--- src/sv/updec_pkg.sv ---
// updec_pkg: types, character constants and the hex-digit helper for the
// URL percent-decoder. No dependencies.

package updec_pkg;

    typedef enum logic [1:0] {
        PH_IDLE = 2'd0,
        PH_PCT  = 2'd1,
        PH_HEX1 = 2'd2
    } t_phase;

    localparam logic [7:0] CH_PLUS  = 8'h2B;
    localparam logic [7:0] CH_PCT   = 8'h25;
    localparam logic [7:0] CH_SPACE = 8'h20;

    // result queue geometry
    localparam int Q_DEPTH = 4;
    localparam int Q_AW    = $clog2(Q_DEPTH);
    localparam int Q_CW    = $clog2(Q_DEPTH + 1);

    typedef struct packed {
        logic [7:0] data;
        logic       last;
    } t_res;

    // results produced by one item, slot 0 first
    typedef struct packed {
        logic [1:0] count;
        t_res       res0;
        t_res       res1;
    } t_push;

    // returns {is_hex, nibble}
    function automatic logic [4:0] hex_value(input logic [7:0] c);
        logic [4:0] r;
        r = 5'd0;
        if (c >= 8'h30 && c <= 8'h39) begin
            r = {1'b1, c[3:0]};
        end else if ((c >= 8'h41 && c <= 8'h46) || (c >= 8'h61 && c <= 8'h66)) begin
            r = {1'b1, c[3:0] + 4'd9};
        end
        return r;
    endfunction

endpackage

--- src/sv/updec_in_if.sv ---
// updec_in_if: input channel of the percent-decoder, one encoded byte per item.
// Stands alone; no package needed.

interface updec_in_if;
    logic       valid;
    logic       ready;
    logic [7:0] in_byte;
    logic       in_last;

    modport source (output valid, output in_byte, output in_last, input ready);
    modport sink   (input valid, input in_byte, input in_last, output ready);
endinterface

--- src/sv/updec_out_if.sv ---
// updec_out_if: output channel of the percent-decoder, one decoded byte per item.
// Stands alone; no package needed.

interface updec_out_if;
    logic       valid;
    logic       ready;
    logic [7:0] out_byte;
    logic       out_last;

    modport source (output valid, output out_byte, output out_last, input ready);
    modport sink   (input valid, input out_byte, input out_last, output ready);
endinterface

--- src/sv/updec_dec.sv ---
// updec_dec: input register, escape phase state and the decode logic that
// turns one byte into zero, one or two results. Uses updec_pkg, updec_in_if.

module updec_dec (
    input  logic                 i_clk,
    input  logic                 i_rst_n,
    updec_in_if.sink             i_in,
    input  logic                 i_room,
    output updec_pkg::t_push     o_push
);
    import updec_pkg::*;

    logic       r_valid;
    logic [7:0] r_byte;
    logic       r_last;
    t_phase     r_phase, n_phase;
    logic [3:0] r_held, n_held;

    logic       adv;
    logic [4:0] hv;
    logic       esc_v, pl_v, fl_v, do_plain;
    logic [7:0] esc_d, pl_d, fl_d;
    logic [1:0] cnt;
    t_res       s0, s1;

    assign adv        = r_valid && i_room;
    assign i_in.ready = !r_valid || i_room;
    assign hv         = hex_value(r_byte);

    always_ff @(posedge i_clk) begin
        if (!i_rst_n) begin
            r_valid <= 1'b0;
            r_phase <= PH_IDLE;
            r_held  <= 4'd0;
        end else begin
            if (i_in.ready) begin
                r_valid <= i_in.valid;
            end
            if (adv) begin
                r_phase <= n_phase;
                r_held  <= n_held;
            end
        end
    end

    always_ff @(posedge i_clk) begin
        if (i_in.valid && i_in.ready) begin
            r_byte <= i_in.in_byte;
            r_last <= i_in.in_last;
        end
    end

    always_comb begin
        n_phase  = r_phase;
        n_held   = r_held;
        esc_v    = 1'b0;
        esc_d    = 8'd0;
        do_plain = 1'b0;
        case (r_phase)
            PH_PCT: begin
                if (hv[4]) begin
                    n_held  = hv[3:0];
                    n_phase = PH_HEX1;
                end else begin
                    esc_v    = 1'b1;
                    esc_d    = CH_PCT;
                    n_phase  = PH_IDLE;
                    do_plain = 1'b1;
                end
            end
            PH_HEX1: begin
                esc_v   = 1'b1;
                n_phase = PH_IDLE;
                if (hv[4]) begin
                    esc_d = {r_held, hv[3:0]};
                end else begin
                    // broken escape: lone digit goes out as its value
                    esc_d    = {4'd0, r_held};
                    do_plain = 1'b1;
                end
            end
            default: begin
                n_phase  = PH_IDLE;
                do_plain = 1'b1;
            end
        endcase

        pl_v = 1'b0;
        pl_d = r_byte;
        if (do_plain) begin
            if (r_byte == CH_PLUS) begin
                pl_v = 1'b1;
                pl_d = CH_SPACE;
            end else if (r_byte == CH_PCT) begin
                n_phase = PH_PCT;
            end else begin
                pl_v = 1'b1;
            end
        end

        // end of string flushes whatever escape is pending
        fl_v = 1'b0;
        fl_d = CH_PCT;
        if (r_last) begin
            if (n_phase == PH_PCT) begin
                fl_v = 1'b1;
            end else if (n_phase == PH_HEX1) begin
                fl_v = 1'b1;
                fl_d = {4'd0, n_held};
            end
            n_phase = PH_IDLE;
            n_held  = 4'd0;
        end

        cnt = {1'b0, esc_v} + {1'b0, pl_v} + {1'b0, fl_v};
        s0  = '{data: fl_d, last: 1'b0};
        s1  = '{data: fl_d, last: 1'b0};
        if (esc_v) begin
            s0.data = esc_d;
            if (pl_v) begin
                s1.data = pl_d;
            end
        end else if (pl_v) begin
            s0.data = pl_d;
        end
        s0.last = r_last && (cnt == 2'd1);
        s1.last = r_last && (cnt == 2'd2);

        o_push.count = adv ? cnt : 2'd0;
        o_push.res0  = s0;
        o_push.res1  = s1;
    end

endmodule

--- src/sv/updec_queue.sv ---
// updec_queue: four-entry result queue, takes up to two results a cycle and
// presents one a cycle while the receiver is ready. Uses updec_pkg, updec_out_if.

module updec_queue (
    input  logic                    i_clk,
    input  logic                    i_rst_n,
    input  updec_pkg::t_push        i_push,
    output logic                    o_room,
    output logic [updec_pkg::Q_CW-1:0] o_level,
    updec_out_if.source             o_out
);
    import updec_pkg::*;

    t_res              r_mem [Q_DEPTH];
    logic [Q_AW-1:0]   r_wp, r_rp;
    logic [Q_CW-1:0]   r_cnt, n_cnt;
    logic              pop;
    logic [Q_AW-1:0]   wp1;

    assign pop          = o_out.valid && o_out.ready;
    assign wp1          = r_wp + Q_AW'(1);
    assign o_room       = r_cnt <= Q_CW'(Q_DEPTH - 2);
    assign o_level      = r_cnt;
    assign o_out.valid  = r_cnt != '0;
    assign o_out.out_byte = r_mem[r_rp].data;
    assign o_out.out_last = r_mem[r_rp].last;
    assign n_cnt        = r_cnt + Q_CW'(i_push.count) - Q_CW'(pop);

    always_ff @(posedge i_clk) begin
        if (!i_rst_n) begin
            r_wp  <= '0;
            r_rp  <= '0;
            r_cnt <= '0;
        end else begin
            r_wp  <= r_wp + Q_AW'(i_push.count);
            r_cnt <= n_cnt;
            if (pop) begin
                r_rp <= r_rp + Q_AW'(1);
            end
        end
    end

    always_ff @(posedge i_clk) begin
        if (i_push.count != 2'd0) begin
            r_mem[r_wp] <= i_push.res0;
        end
        if (i_push.count == 2'd2) begin
            r_mem[wp1] <= i_push.res1;
        end
    end

endmodule

--- src/sv/url_percent_decoder.sv ---
// url_percent_decoder: top level of the streaming URL percent-decoder.
// Uses updec_pkg, updec_in_if, updec_out_if, updec_dec, updec_queue.
//
//   port    dir  items           payload
//   i_in    in   encoded bytes   in_byte[7:0], in_last
//   o_out   out  decoded bytes   out_byte[7:0], out_last
//
// One input item per cycle unless stalled; its results pass through the input
// register into the queue and leave at one per cycle while the receiver is
// ready, so a byte that yields two results leaves as two output items. An item
// waits in the input register while the queue holds more than two results, and
// the input stalls only while that register is occupied. Synchronous active-low
// reset empties the queue and returns the escape phase to idle.

module url_percent_decoder (
    input  logic        i_clk,
    input  logic        i_rst_n,
    updec_in_if.sink    i_in,
    updec_out_if.source o_out
);
    import updec_pkg::*;

    t_push           push;
    logic            room;
    logic [Q_CW-1:0] level;

    updec_dec u_dec (
        .i_clk   (i_clk),
        .i_rst_n (i_rst_n),
        .i_in    (i_in),
        .i_room  (room),
        .o_push  (push)
    );

    updec_queue u_queue (
        .i_clk   (i_clk),
        .i_rst_n (i_rst_n),
        .i_push  (push),
        .o_room  (room),
        .o_level (level),
        .o_out   (o_out)
    );

    // queue never overfills
    a_no_overflow: assert property (@(posedge i_clk) disable iff (!i_rst_n)
        level <= Q_CW'(Q_DEPTH))
        else $error("result queue overflow");

    // only pushes when there is room for two
    a_push_room: assert property (@(posedge i_clk) disable iff (!i_rst_n)
        push.count != 2'd0 |-> room)
        else $error("push without room");

    // an end mark on slot 0 only comes with a single result
    a_last_marked: assert property (@(posedge i_clk) disable iff (!i_rst_n)
        (push.count != 2'd0 && push.res0.last) |-> push.count == 2'd1)
        else $error("end mark on wrong slot");

    a_two_marked: assert property (@(posedge i_clk) disable iff (!i_rst_n)
        push.count == 2'd2 |-> !push.res0.last)
        else $error("end mark before second result");

endmodule

--- src/flat_wrapper.sv ---
// flat-port wrapper written by rule: the top's interface ports become plain ports
module url_percent_decoder_flat import updec_pkg::*;
  (i_clk, i_rst_n, i_in_valid, i_in_in_byte, i_in_in_last, i_in_ready, o_out_valid, o_out_out_byte, o_out_out_last, o_out_ready);
  updec_in_if i_in_i ();
  updec_out_if o_out_i ();
  input  logic i_clk;
  input  logic i_rst_n;
  input wire logic [$bits(i_in_i.valid)-1:0] i_in_valid;
  input wire logic [$bits(i_in_i.in_byte)-1:0] i_in_in_byte;
  input wire logic [$bits(i_in_i.in_last)-1:0] i_in_in_last;
  output wire logic [$bits(i_in_i.ready)-1:0] i_in_ready;
  output wire logic [$bits(o_out_i.valid)-1:0] o_out_valid;
  output wire logic [$bits(o_out_i.out_byte)-1:0] o_out_out_byte;
  output wire logic [$bits(o_out_i.out_last)-1:0] o_out_out_last;
  input wire logic [$bits(o_out_i.ready)-1:0] o_out_ready;
  assign i_in_i.valid = i_in_valid;
  assign i_in_i.in_byte = i_in_in_byte;
  assign i_in_i.in_last = i_in_in_last;
  assign i_in_ready = i_in_i.ready;
  assign o_out_valid = o_out_i.valid;
  assign o_out_out_byte = o_out_i.out_byte;
  assign o_out_out_last = o_out_i.out_last;
  assign o_out_i.ready = o_out_ready;
  url_percent_decoder u_core (.i_clk(i_clk), .i_rst_n(i_rst_n), .i_in(i_in_i), .o_out(o_out_i));
endmodule
--- config.mk ---
export PLATFORM = sky130hd
export DESIGN_NAME = url_percent_decoder_flat
export DESIGN_NICKNAME = d
export VERILOG_FILES = /design/src/sv/updec_pkg.sv /design/src/sv/updec_in_if.sv /design/src/sv/updec_out_if.sv /design/src/sv/updec_dec.sv /design/src/sv/updec_queue.sv /design/src/sv/url_percent_decoder.sv /design/src/flat_wrapper.sv
export SDC_FILE = /design/constraint.sdc
export NUM_CORES = 1
export LEC_CHECK = 0
export BUFFER_PORTS_ARGS = -buffer_cell sky130_fd_sc_hd__buf_4
export CAP_MARGIN = 40
export CORE_MARGIN = 4
export CORE_UTILIZATION = 65
export DETAILED_ROUTE_END_ITERATION = 10
export GPL_ROUTABILITY_DRIVEN = 0
export GPL_TIMING_DRIVEN = 0
export PLACE_DENSITY = 0.85
export SLEW_MARGIN = 20
export SYNTH_ARGS = -nofsm -noshare
export SYNTH_HDL_FRONTEND = slang
export SYNTH_SLANG_ARGS = --single-unit
--- constraint.sdc ---
create_clock -name i_clk -period 9.78 [get_ports i_clk]
set_input_delay 0.489 -clock i_clk [delete_from_list [all_inputs] [get_ports i_clk]]
set_output_delay 0.489 -clock i_clk [all_outputs]
set_load 0.02 [all_outputs]
==> run metrics, run 1 <==
status=completed; CTS tree=done; FP Rows=27; area leader, netlist=edfxtp_1; fin crit share=50.5%; Synth Area in XOR/XNOR=2.52%; top cell type's share of synthesized area=35.4%; Synth Area in Simple Gates=18.5%; r2r startpoint=u_core.u_dec.r_byte[0]; Post-CTS Setup Bufs=0; Synth async-reset ratio=0%; Num CTS Buffers=9; ANT cells=0; number of flops mapped to enable cells by yosys=45; FF/Latch Area=1670 µm²; worst ir drop on vdd=0.000153 V; Final WS setup=4840 ps; Synth Area in Compound Gates=17.7%; sequential share of the synthesized area=43.8%; FF+latch count, synth=61; adder-cell area share of the yosys netlist=5.74%; Die Y=84.6 µm; Initial Util=68.0%; Tot GR Track Use=25.8%; syn_area_per_cell=10.6 µm²; Worst EP arrival=5190 ps; Period minus WS final=4940 ps; Antenna Nets Post-Route=0; Hold WC Path Type=in -> reg; library cells used by synthesis=69; hold path depth=1; Worst Max-Slew Pin Slew=799 ps; area of the multi-input gates=1980 µm²; GR Overflow Total=0; Fmax=0.202 GHz; largest net degree at the start of global routing=11; max-slew violation count=0; Pleak=0.00156 µW; largest family of logic cells by synthesized area=simple AND/OR/NAND/NOR gates; CP Launch Point=u_core.u_dec.r_byte[0]; Syn. warnings=0; # Max-Cap Violations=0; DRC=0; met1 Usage GRT=34.2%; initial DRC count=355; Clk Latency, worst-skew pair=350 ps; post-layout util=77.1%; post-synthesis mux area share=7.44%; Clock Path Buffers=2; drt pass-1 iters=5; CORE AREA=5610 µm²; # resized after CTS=0; GR Util met2=42.6%; Final Net Count=424; global-route wire length before repair=14.6 mm; # placed instances=457; pre-CTS setup slack=4960 ps; Worst slew margin=46.3%; H-Tree Level Count=3; antenna violations before repair=0; vias in the first global route=2,924; Area contributors post-synth=edfxtp_1, dfxtp_1, mux4_2; CTS Hold Bufs=0; Post-Route Setup TNS=0 ps; critical path type=reg -> reg; RSZ-0062 raised after global routing=false; CP Capture Type=flip-flop; Total Wirelength=8.86 mm; CP endpoint=u_core.u_queue.o_level[2]; Detailed Place HPWL=6.50 mm; die area=7160 µm²; CP Launch Type=flip-flop; CP max FO=10; share of cells above drive strength 1=19.9%; clock root buffer=clkbuf_8; Power Dens Cells=174 nW/µm²; I/O Pins=24; global route hottest layer=met2; total power=752 µW; final std cells w/o fill=475; DIE WIDTH=84.6 µm; RR Endpoint=u_core.u_queue.o_level[2]; reg2reg setup slack=4840 ps; TritonCTS Sinks=61; syn_nets=385; vias=3,156; fill cell count=382; via/cell ratio=6.64; final setup fails=0; Fin. Hold Viols=0; commonest register cell after synthesis=edfxtp_1; Post-Syn Instances=359; per-cell routed wire length=18.7 µm; Clock Skew=8.96 ps; GR Util met3=5.10%; Area Growth Syn to Fin=13.3%; Port Buf Inserts=23; Worst R2R Path Depth=17; Reg clk slew, reported paths=70 ps; post-synthesis cell area=3820 µm²; Worst EP required=10,030 ps
## state kept, by name (all words and copies together), names as in the netlist, named ones only
register / cells
u_core.u_queue.r_mem: 36
u_core.u_queue.o_level: 3
u_core.u_dec.r_byte: 8
u_core.u_dec.r_held: 4
u_core.u_queue.r_rp: 2
u_core.u_dec.r_valid: 1
u_core.u_queue.r_wp: 2
u_core.u_dec.r_phase: 2
u_core.u_dec.r_last: 1
## cells in the final DEF, fill, tap and decap left out, types with 5 or more instances in the layout
cell,synthesis,layout
nand3_1,10,10
a21oi_1,13,13
nor2b_1,7,7
nand2b_1,5,5
edfxtp_1,45,45
and2_1,12,12
a211oi_1,6,6
nand2_1,34,34
nor2_1,24,24
clkbuf_1,14,15
xnor2_1,9,9
inv_1,12,12
dfxtp_1,16,16
nor3_1,8,8
a311oi_1,7,7
o21ai_0,6,6
clkbuf_8,0,12
buf_4,2,28
mux4_2,9,9
a21boi_0,6,6
mux2i_1,7,7
o22ai_1,11,11
o221ai_1,6,6
ha_1,11,11
## worst min-delay path by stage
stage	from	end	slack, ps
floorplan	u_core.u_dec.r_phase[1]	u_core.u_dec.r_phase[1]	510
global placement	u_core.u_dec.r_phase[0]	u_core.u_dec.r_phase[0]	530
detailed placement	u_core.u_dec.r_phase[0]	u_core.u_dec.r_phase[0]	540
CTS	i_in_in_byte[2]	u_core.u_dec.r_byte[2]	310
global route	i_in_in_byte[2]	u_core.u_dec.r_byte[2]	300
finish	i_in_in_byte[0]	u_core.u_dec.r_byte[0]	310
## power breakdown
part / switching (µW) / internal [µW] / leakage, µW
combinational: 104 / 93.4 / 0.000911
clock: 98.7 / 138 / 0.000106
sequential: 14.1 / 304 / 0.000545
## layer usage
metal / share of wire, % / wire length, µm
met5: 0 / 0
met1: 41 / 3600
met4: 3.1 / 274
met2: 47 / 4170
met3: 9.3 / 820
## area by class of cell
type | instances | share of cell area, %
repair buffers | 28 | 4.75
flip-flops and latches | 61 | 38.7
multi-input cells | 263 | 45.8
inverters | 13 | 1.13
clock buffers | 13 | 3.91
clock inverters | 3 | 0.984
plain buffers | 22 | 2.66
well taps | 72 | 2.08
## cells by family after synthesis
family / Yosys count
simple gates: 129
fa+ha+maj: 17
compound gates: 89
buf+inv: 35
xor+xnor: 11
flops: 61
mux: 17
## Yosys cell counts (5+ instances only)
master / count
mux2i_1: 7
nand2_1: 34
a21boi_0: 6
nand3_1: 10
clkbuf_1: 14
xnor2_1: 9
o221ai_1: 6
mux4_2: 9
ha_1: 11
a311oi_1: 7
and2_1: 12
dfxtp_1: 16
inv_1: 12
nand2b_1: 5
edfxtp_1: 45
a211oi_1: 6
nor2_1: 24
o22ai_1: 11
nor2b_1: 7
nor3_1: 8
o21ai_0: 6
a21oi_1: 13
## metrics by stage
stage	hold WS, ps	instance area (µm²)
3_5_place_dp	544	4100
2_1_floorplan	507	3820
5_1_grt	304	4320
3_3_place_gp	533	4080
4_1_cts	307	4310
6_report	308	4320
## critical path, cell delays in order (launching register included)
cell	delay [ps]
edfxtp_1	520
inv_1	290
ha_1	250
o21bai_1	180
a21oi_1	560
o21ai_1	270
ha_1	350
nor2b_1	60
fa_1	520
clkbuf_1	330
nand2_1	150
ha_1	310
inv_1	40
ha_1	190
fa_1	380
xnor2_1	150
xnor2_1	120
and2_1	150
Note: power is estimated with default switching activity, not from simulation.
==> run 2, diff against run 1 <==
Settings changed: ABC_AREA set to 1, CORE_UTILIZATION 65 to 61, PLACE_DENSITY 0.85 to 0.8.
Clock period 9.78 ns to 4.9 ns, I/O delays scaled along.
==> run 2 against run 1 <==
Routed wire length is 8.0% lower. Die area is 1.2% lower. Worst hold slack worse by 240 ps. Clock skew is 3.6 ps higher. Combinational power is 110% higher. Core utilization is 4.4 points lower. Global-route usage is 1.6 points lower. Non-clock buffer count is 12 lower. Critical endpoint unchanged. Largest power group unchanged.
==> run metrics, run 2 <==
most frequent cells in the layout=nand2_1, nand3_1, inv_1, edfxtp_1, o21ai_0; number of flops mapped to enable cells by yosys=45 (unchanged); GR Util met2=40.0% (-2.6 points); global route hottest layer=met2; CP max stage delay=520 ps (-40 ps); Fin. Hold Viols=0 (unchanged); met1 Usage GRT=31.4% (-2.7 points); # resized after CTS=0 (unchanged); DRC=0 (unchanged); sequential share of the synthesized area=47.3% (+3.5 points); max-slew violation count=0 (unchanged); FF+latch count, synth=61 (unchanged); Fmax=0.239 GHz (+18%); syn_nets=458 (+19%); initial DRC count=321 (-9.6%); DIE WIDTH=84.1 µm (-0.62%); post-synthesis cell area=3530 µm² (-7.4%); Hold WC Path Type=in -> reg; drt pass-1 iters=5 (unchanged); Clock Path Buffers=2 (unchanged); I/O Pins=24 (unchanged); commonest register cell after synthesis=edfxtp_1; Post-Route Setup TNS=0 ps (unchanged); CP max FO=10 (unchanged); most frequent cell after synthesis=nand2_1; Area contributors post-synth=edfxtp_1, nand2_1, dfxtp_1; Reg clk slew, reported paths=80 ps (about the same); FP Rows=27 (unchanged); GR Overflow Total=0 (unchanged); Tot GR Track Use=24.3% (-1.6 points); Area Growth Syn to Fin=14.8%; Clock Skew=12.6 ps (+3.61 ps); final setup fails=0 (unchanged); Total Wirelength=8.15 mm (-8.0%); GR Util met3=3.85% (-1.3 points); final std cells w/o fill=548 (+15%); Num CTS Buffers=9 (unchanged); Clk Latency, worst-skew pair=340 ps (about the same); number of flip-flops in the largest register=36 (unchanged); Top Registers=u_core.u_queue.r_mem x36, u_core.u_dec.r_byte x8, u_core.u_dec.r_held x4; clock root buffer=clkbuf_8; largest net degree at the start of global routing=13 (+2); CP cell instances=inv_1 > ha_1 > nand2_1 > nand3_1 > nand2_2 > nand2_2 > buf_6 > nand2_4 > ha_1 > nor2_1 > fa_1 > inv_1 > nor2_1 > inv_1 > ha_1 > inv_1 > ha_1 > fa_1 > xor2_1 > o21ai_0 > a21oi_1; Antenna Nets Post-Route=0 (unchanged); RSZ-0062 raised after global routing=false; Worst Max-Slew Pin Slew=720 ps (-78.9 ps); CP Launch Type=flip-flop; CP Capture Type=flip-flop; Pleak=0.00171 µW (+9.7%); Top delay family on crit path=adder cells; Detailed Place HPWL=6.22 mm (-4.4%); syn_area_per_cell=8.18 µm² (-23%); Power Dens Cells=382 nW/µm² (+120%); # placed instances=529 (+16%); global-route wire length before repair=13.8 mm (-5.3%); ANT cells=0 (unchanged); share of cells above drive strength 1=14.9% (-4.9 points); top cell type's share of synthesized area=38.3% (+2.8 points); TritonCTS Sinks=61 (unchanged); worst ir drop on vdd=0.000251 V (+65%); vias=3,157 (+0.032%); via/cell ratio=5.76 (-13%); Die Y=84.1 µm (-0.62%); Initial Util=63.4% (-4.7 points); fill cell count=444 (+16%); per-cell routed wire length=14.9 µm (-20%); Period minus WS final=4190 ps (-752 ps); vias in the first global route=2,883 (-1.4%); critical path type=reg -> reg; Worst EP arrival=4450 ps (-740 ps); most common cell after layout, fill and taps aside=nand2_1; Synth async-reset ratio=0% (unchanged); CTS Hold Bufs=0 (unchanged); library cells used by synthesis=35 (-49%); Commonest cells post-synth=nand2_1, nand3_1, inv_1, o21ai_0, edfxtp_1; Post-Syn Instances=432 (+20%); fin crit share=85.5% (+35 points); CORE AREA=5570 µm² (-0.60%); Syn. warnings=0 (unchanged); Worst slew margin=51.9% (+5.5 points); Worst EP required=5160 ps (-4870 ps); CTS tree=done; Final Net Count=497 (+17%); Largest Register=u_core.u_queue.r_mem; Post-CTS Setup Bufs=0 (unchanged); antenna violations before repair=0 (unchanged); area leader, netlist=edfxtp_1; # Max-Cap Violations=0 (unchanged); status=completed; Min Hold Slack=72.0 ps (-236 ps); CP Buf/Inv Count=5 (+2); Port Buf Inserts=23 (unchanged); H-Tree Level Count=3 (unchanged); die area=7070 µm² (-1.2%); critical path's slowest cell=fa_1
## run 2: final cells by class
cell class	instances	area, µm²	area share [%]
flip-flops and latches	61	1670	41.2
multi-input cells	310	1610	39.8
repair buffers	28	210	5.19
inverters	51	191	4.72
clock buffers	9	124	3.06
clock inverters	7	97.6	2.41
well taps	72	90.1	2.22
plain buffers	10	55.1	1.36
## run 2: worst paths after layout
path                          startpoint                   endpoint  slack (ps)  cells after the start
setup reg to reg  u_core.u_dec.r_byte[1]  u_core.u_queue.o_level[2]         710                     21
setup / recovery  u_core.u_dec.r_byte[1]  u_core.u_queue.o_level[2]         710                     21
hold / removal              i_in_in_last        u_core.u_dec.r_last          70                      1
hold reg to reg   u_core.u_queue.r_rp[0]     u_core.u_queue.r_rp[0]         490                      1
## run 2: power breakdown
| group | total, µW | internal [µW] | switching (µW) |
|---|---|---|---|
| clock network | 502 | 288 | 215 |
| registers | 638 | 609 | 28.7 |
| logic | 407 | 148 | 258 |
## run 2: logic make-up (layout without fill, tap and decap cells)
kind of cell / count (synthesis) / after routing / share of synthesized area, %
xor gates and xnor gates: 2 / 2 / 0.496
adders and majority gates: 13 / 13 / 5.03
buffers and inverters: 61 / 105 / 6.98
DFF: 61 / 61 / 47.3
AOI/OAI and AO/OA: 84 / 84 / 13.5
and+or+nand+nor: 211 / 211 / 26.7
## run 2: per-stage QoR
| stage | worst slack, ps | power (µW) | util, % | instance area [µm²] |
|---|---|---|---|---|
| 6_report | 713 | 1550 | 72.7 | 4050 |
| 5_1_grt | 418 | 1630 | 72.7 | 4050 |
| 4_1_cts | 685 | 1550 | 72.3 | 4030 |
| 3_5_place_dp | 714 | 1050 | 68.4 | 3810 |
| 3_3_place_gp | 717 | 1030 | 68.1 | 3790 |
| 2_1_floorplan | 1220 | 908 | - | 3530 |
## run 2: worst register-to-register path, stage by stage, from the launching register on
cell and delay, ps:
edfxtp_1 460, inv_1 160, ha_1 220, nand2_1 70, nand3_1 120, nand2_2 140
nand2_2 130, buf_6 160, nand2_4 90, ha_1 290, nor2_1 60, fa_1 520
inv_1 70, nor2_1 220, inv_1 70, ha_1 280, inv_1 40, ha_1 200
fa_1 380, xor2_1 210, o21ai_0 110, a21oi_1 130
## run 2: routing by layer
metal / vias to the layer above / share of wire [%]
met5: - / 0
met2: 130 / 49
met4: 0 / 2.9
met3: 26 / 6.0
li1: 1546 / -
met1: 1455 / 42
==> run 3, diff against run 2 <==
Settings changed: PLACE_DENSITY 0.8 to unset, PLACE_DENSITY_LB_ADDON set to 0.3.
==> run 3 against run 2 <==
Sequential power barely moved. Global-route usage about the same. Worst hold slack worse by 1.3 ps. Clock skew down 7.3 ps. Largest cell class unchanged. Fmax rose by 1.7%. Critical endpoint unchanged.
==> run metrics, run 3 (same netlist as run 2, synthesis figures left out) <==
ANT cells=0 (unchanged); CORE AREA=5570 µm² (unchanged); final setup fails=0 (unchanged); GR Overflow Total=0 (unchanged); # resized after CTS=0 (unchanged); CTS tree=done; DRC=0 (unchanged); CTS Hold Bufs=0 (unchanged); Largest Register=u_core.u_queue.r_mem; Period minus WS final=4120 ps (-70.1 ps); status=completed; number of flip-flops in the largest register=36 (unchanged); CP cell instances=inv_1 > ha_1 > nand2_1 > nand3_1 > nand2_2 > nand2_2 > buf_6 > nand2_4 > ha_1 > nor2_1 > fa_1 > inv_1 > nor2_1 > inv_1 > ha_1 > inv_1 > ha_1 > fa_1 > xor2_1 > o21ai_0 > a21oi_1; switching share of total power=29.3% (-3.1 points); most frequent cells in the layout=nand2_1, nand3_1, inv_1, edfxtp_1, o21ai_0; Clock Skew=5.26 ps (-7.31 ps); fraction of power consumed by the clock network=36.5% (+4.0 points); CP max FO=10 (unchanged); Detailed Place HPWL=6.03 mm (-2.9%); Initial Util=63.4% (unchanged); RSZ-0062 raised after global routing=false; share of cells above drive strength 1=14.9% (unchanged); total power=1640 µW (+6.2%); largest net degree at the start of global routing=12 (-1); Tot GR Track Use=24.3% (about the same); initial DRC count=371 (+16%); max-slew violation count=0 (unchanged); Post-CTS Setup Bufs=0 (unchanged); post-layout util=73.6% (+0.90 points); Psw=481 µW (-4.1%); CP Launch Type=flip-flop; Worst EP required=5140 ps (-20 ps); Reg clk slew, reported paths=70 ps (about the same); Worst Max-Slew Pin Slew=608 ps (-112 ps); critical path type=reg -> reg; FP Rows=27 (unchanged); drt pass-1 iters=6 (+1); vias=3,130 (-0.86%); Antenna Nets Post-Route=0 (unchanged); most common cell after layout, fill and taps aside=nand2_1; fin crit share=84.0% (-1.4 points); CP max stage delay=520 ps (about the same); worst ir drop on vdd=0.000250 V (-0.32%); CP Buf/Inv Count=5 (unchanged); Hold WC Path Type=in -> reg; Top Registers=u_core.u_queue.r_mem x36, u_core.u_dec.r_byte x8, u_core.u_dec.r_held x4; Total Wirelength=8.14 mm (-0.22%); Die Y=84.1 µm (unchanged); I/O Pins=24 (unchanged); Pleak=0.00174 µW (+1.7%); Seq pwr share=38.9% (-2.3 points); per-cell routed wire length=14.8 µm (-0.22%); Final Net Count=497 (unchanged); CP Capture Type=flip-flop; clock root buffer=clkbuf_8; critical path's slowest cell=fa_1; antenna violations before repair=0 (unchanged); Critical Path Stages=21 (unchanged); global-route wire length before repair=13.6 mm (-1.2%); # Max-Cap Violations=0 (unchanged); hold path depth=1 (unchanged); via/cell ratio=5.71 (-0.86%); DIE WIDTH=84.1 µm (unchanged); Worst EP arrival=4350 ps (-100 ps); Area Growth Syn to Fin=16.2%; Worst R2R Path Depth=21 (unchanged); Port Buf Inserts=23 (unchanged); logic gate share of total power=24.6% (-1.7 points); die area=7070 µm² (unchanged); Clk Latency, worst-skew pair=350 ps (about the same); Power Dens Cells=400 nW/µm² (+4.9%); Fin. Hold Viols=0 (unchanged); Internal Power=1160 µW (+11%); H-Tree Level Count=3 (unchanged); vias in the first global route=2,850 (-1.1%); Clock Path Buffers=2 (unchanged); TritonCTS Sinks=61 (unchanged); Num CTS Buffers=9 (unchanged); Top delay family on crit path=adder cells; Fmax=0.243 GHz (+1.7%); Worst slew margin=59.4% (+7.5 points); Post-Route Setup TNS=0 ps (unchanged)
## run 3: metrics by stage
step                area (µm²)  worst slack [ps]  hold slack (ps)  std cells
finish                    4100               783             70.7        548
detailed placement        3810               761              424        529
CTS                       4080               718             61.4        545
global route              4100               488             55.4        548
global placement          3790               739              423        527
floorplan                 3530              1220              338        432
## run 3: final cells by class
type	count	area (µm²)
multi-input combinational	310	1610
clock inverter	6	134
buffer	10	55.1
timing repair buffer	28	210
tap	72	90.1
clock buffer	10	138
sequential	61	1670
fill	405	1470
inverter	51	191
## run 3: path summary, 6_finish.rpt
path / startpoint / end / slack (ps)
setup / recovery: u_core.u_dec.r_byte[1] / u_core.u_queue.o_level[2] / 780
hold / removal: i_in_in_byte[7] / u_core.u_dec.r_byte[7] / 70
setup reg to reg: u_core.u_dec.r_byte[1] / u_core.u_queue.o_level[2] / 780
hold reg to reg: u_core.u_queue.o_level[2] / u_core.u_queue.o_level[2] / 460
## run 3: power by group through the flow
stage               sequential (µW)  clock (µW)  combinational, µW
floorplan                       640           0                267
global placement                648           0                379
detailed placement              649           0                395
CTS                             639         608                401
global route                    643         635                450
finish                          639         600                404
## run 3: routing by layer
metal	vias to the layer above	share of wire (%)	track usage, %
met4	0	2.9	10.5
met1	1396	41	30.6
li1	1554	-	-
met3	29	6.8	4.84
met5	-	0	0
met2	151	49	40.3
